### config.mk
export PLATFORM = sky130hd
export DESIGN_NAME = bint_blend
export DESIGN_NICKNAME = d
export VERILOG_FILES = /design/src/rtl/bint_pkg.sv /design/src/rtl/bint_blend.sv
export SDC_FILE = /design/constraint.sdc
export NUM_CORES = 1
export LEC_CHECK = 0
export CAP_MARGIN = 30
export CORE_MARGIN = 10
export CORE_UTILIZATION = 53
export DETAILED_ROUTE_END_ITERATION = 8
export DONT_BUFFER_PORTS = 1
export PLACE_DENSITY = 0.8
export SLEW_MARGIN = 10
export SYNTH_ARGS = -nofsm -noshare
export SYNTH_HDL_FRONTEND = slang
export SYNTH_SLANG_ARGS = --single-unit
### constraint.sdc
create_clock -name clk_i -period 2.2 [get_ports clk_i]
set_clock_uncertainty 0.2 [all_clocks]
set_input_delay 0 -clock clk_i [delete_from_list [all_inputs] [get_ports clk_i]]
set_output_delay 0 -clock clk_i [all_outputs]
set_load 0.02 [all_outputs]
### src/rtl/bint_pkg.sv
`timescale 1ns / 1ps
// ----------------------------------------------------------------------------
// bint_pkg
// Shared types and constants for the eased blend interpolator.
// ----------------------------------------------------------------------------
package bint_pkg;

  // weight and easing factor are Q0.16 with one extra bit for exactly 1.0
  localparam int unsigned WEIGHT_W = 17;
  localparam int unsigned MODE_W   = 3;

  localparam logic [WEIGHT_W-1:0] WEIGHT_ONE = 17'h10000;

  typedef enum logic [MODE_W-1:0] {
    MODE_TRUNC   = 3'd0,
    MODE_LINEAR  = 3'd1,
    MODE_COSINE  = 3'd2,
    MODE_CUBIC   = 3'd3,
    MODE_QUINTIC = 3'd4
  } mode_e;

endpackage

### src/rtl/bint_blend.sv
`timescale 1ns / 1ps
// ----------------------------------------------------------------------------
// bint_blend
// Blend stages: a + (b - a) * t, rounded to nearest, into the output register.
// ----------------------------------------------------------------------------
module bint_blend #(
  parameter int unsigned VALUE_WIDTH = 16
) (
  input  logic                          clk_i,
  input  logic                          rst_ni,
  input  logic                          en_i,
  input  logic                          valid_i,
  input  logic signed [VALUE_WIDTH-1:0] a_i,
  input  logic signed [VALUE_WIDTH:0]   d_i,
  input  logic [bint_pkg::WEIGHT_W-1:0] t_i,
  output logic                          valid_o,
  output logic signed [VALUE_WIDTH-1:0] value_o
);
  import bint_pkg::*;

  localparam int unsigned SW = VALUE_WIDTH + WEIGHT_W + 2;

  typedef logic signed [SW-1:0] sum_t;

  logic                          v7_q, v8_q;
  logic signed [VALUE_WIDTH-1:0] a7_q;
  sum_t                          m7_q;
  logic signed [VALUE_WIDTH-1:0] out_q;

  sum_t m_d;
  sum_t s_d;
  always_comb begin
    m_d = sum_t'(d_i) * sum_t'($signed({1'b0, t_i}));
    // floor((a*2^16 + m + 2^15) / 2^16)
    s_d = m7_q + (sum_t'(a7_q) <<< 16) + sum_t'(32768);
  end

  always_ff @(posedge clk_i or negedge rst_ni) begin
    if (!rst_ni) begin
      v7_q <= 1'b0;
      v8_q <= 1'b0;
    end else if (en_i) begin
      v7_q <= valid_i;
      v8_q <= v7_q;
    end
  end

  always_ff @(posedge clk_i) begin
    if (en_i) begin
      a7_q  <= a_i;
      m7_q  <= m_d;
      out_q <= s_d[VALUE_WIDTH+15:16];
    end
  end

  assign valid_o = v8_q;
  assign value_o = out_q;

endmodule

==> impl_metrics.tcl <==
set metrics [dict create \
    synth_nets 1599 \
    min_from "a_i[15]" \
    grt_pass1_wl_um 47800 \
    hold_viol 0 \
    regToRegStartpoint "m7_q[17]" \
    violations "negative setup slack" \
    crit_path_start_kind "primary input" \
    critPathMaxFanout 17 \
    antenna_found_initial 0 \
    grt_pass1_vias 9940 \
    worstSetupEndpointType "flip-flop" \
    synth_ff_type "edfxtp_1" \
    ys_seq_elements 51 \
    crit_required_ns 2.11 \
    num_vias 8627 \
    instances_no_fill 1561 \
    rows 53 \
    ys_async_sr_fraction_pct 3.92 \
    final-max-slew-violation-count 0 \
    drt_pass1_iterations 5 \
    nNetsFinal 1686 \
    design_area_um2 13500 \
    coreArea_um2 21200 \
    syn_area_um2 11600 \
    pre_cts_slack_ns -3.19 \
    dp_cells 1523 \
    area_delta_synth_final_pct 17.0 \
    io_pins 71 \
    holdWs_ns 0.128 \
    drt_first_iter_violations 595 \
    drc 0 \
    r2r-end "value_o[9]" \
    placed_area_um2 12600 \
    clk_path_buf_depth 2 \
    synth_cell_type_count 54 \
    drive_gt1_share_pct 16.5 \
    tightest_slew_ns 0.589 \
    num_antenna_cells 0 \
    critPathKind "primary input to flip-flop" \
    cts_buffers 5 \
    ys_warn_count 0 \
    grt_max_degree 52 \
    dpl.hpwl_um 21700 \
    worstSkewPairLatency_ns 0.30 \
    clk_pin_slew_ns 0.06 \
    maxCapViolations 0 \
    wirelength_um 28500 \
    globalRouteOverflowTotal 0 \
    syn_avg_cell_area_um2 9.63 \
    regToRegSetupSlack_ns -0.37 \
    post-route-period-util_pct 233 \
    design.die.area_um2 28100 \
    antenna_left 0 \
    ys_seq_area_share_pct 13.2 \
    slew_headroom_pct 60.5 \
    cp-endpoint "m7_q[31]" \
    avgRoutedWirePerCell_um 18.3 \
    min_path_type "primary input to flip-flop" \
    synthCells 1200 \
    cts_tree "yes" \
    final_cell_mix "inv_1 (258), fa_1 (216), nand2_1 (138)" \
    track_usage_pct 20.5 \
    final_common_cell "inv_1" \
    clock.fmax_mhz 195 \
    rsz0062_at_grt "yes" \
    arrival_ns 5.04 \
    gp_congestion 0.911 \
    synth_enable_flop_cells 49 \
    die_x_um 168 \
    dieHeight_um 168 \
    avgViaCountPerCell 5.53 \
    reg2reg_depth 8 \
    port-buffer-count 0 \
    cts_num_sinks 51 \
    htree_levels 2 \
    finalCriticalPeriod_ns 5.13 \
    setup_ws_ns -2.93 \
    clock-root-buffer "clkbuf_16" \
    status "finished, violations left" \
    start_util_pct 54.5 \
    finalSetupViolations 23 \
    cp-startpoint "t_i[5]" \
]
==> registers in the layout (all words and copies together), names as in the netlist <==
name	flops
value_o	16
a7_q	16
v7_q	1
m7_q	17
valid_o	1
==> cell type report <==
type                            instances  area, um2
Tap cell                              275        344
Timing Repair Buffer                  120       1020
Sequential cell                        51       1520
Inverter                              266       1000
Clock buffer                            6        129
Fill cell                            1592       7700
Multi-Input combinational cell        843       9510
==> how the worst min path moves through the flow <==
stage	endpoint	slack, ns	depth (start not counted)
6_report	a7_q[15]	0.13	1
5_1_grt	a7_q[8]	0.14	1
4_1_cts	a7_q[5]	0.13	1
3_5_place_dp	valid_o	-0.50	0
3_3_place_gp	v7_q	-0.50	0
2_1_floorplan	v7_q	-0.50	0
==> logic make-up after synthesis <==
kind of cell / after synthesis / synth area share [%]
AOI/OAI and AO/OA: 103 / 6.41
xor gates and xnor gates: 35 / 2.65
adders and majority gates: 345 / 51.9
buffers and inverters: 306 / 9.94
DFF: 51 / 13.2
muxes: 2 / 0.195
and+or+nand+nor: 358 / 15.7
==> metal layers <==
layer	track usage, %	vias to the layer above	routed length, um
li1	-	3842	-
met1	22.8	4415	10800
met2	38.4	298	15300
met3	2.95	72	1470
met4	7.61	0	928
met5	0	-	0
==> per-stage QoR <==
| stage | TNS, ns | util (%) |
|---|---|---|
| 3_5_place_dp | -52.47 | 59.4 |
| 6_report | -47.38 | 63.7 |
| 4_1_cts | -46.11 | 62.1 |
| 2_1_floorplan | -48.22 | - |
| 3_3_place_gp | -51.15 | 59.4 |
| 5_1_grt | -49.97 | 63.7 |
==> critical path: stages <==
cell and delay, ns:
and2_4 0.14, fa_1 0.54, inv_2 0.04, fa_1 0.53, inv_1 0.05, fa_1 0.50, fa_1 0.45, fa_1 0.50
inv_1 0.05, fa_1 0.49, inv_2 0.05, ha_4 0.25, a21oi_4 0.14, nor2b_1 0.06, o21a_1 0.16, o41a_1 0.50
o2111a_1 0.30, a2111oi_4 0.28
==> cells in the mapped netlist (2+ instances only) <==
cell	number	area (um2)
a21boi_0	3	22.5
a21o_1	4	30.0
a21oi_1	33	165
a221oi_2	3	45.0
a31oi_1	5	31.3
and2_1	143	895
and3_1	4	25.0
and4_1	2	17.5
clkbuf_1	39	146
dfrtp_1	2	50.1
edfxtp_1	49	1470
fa_1	224	4480
ha_1	121	1510
inv_1	265	995
mux2_2	2	22.5
nand2_1	141	529
nand2b_1	11	68.8
nand3_1	8	40.0
nand4_1	6	37.5
nor2_1	26	97.6
nor2b_1	6	37.5
nor3_1	6	30.0
nor4_1	2	12.5
o21a_1	9	67.6
o21ai_0	16	80.1
o21ai_1	4	20.0
o21bai_1	4	30.0
o311ai_1	2	17.5
o31ai_1	2	15.0
xnor2_1	28	245
xor2_1	7	61.3
==> timing repair <==
item,CTS,global route
hold buffers,21,0
pin swaps,19,40
endpoints found under the hold margin,69,0
cloned,0,0
gates resized for setup,35,61
endpoints found under the setup margin,25,27
buffers inserted,3,9
Power is left out: the tool's default activity adds up to more than one toggle a clock period on the data nets, which glitch-free logic cannot reach.
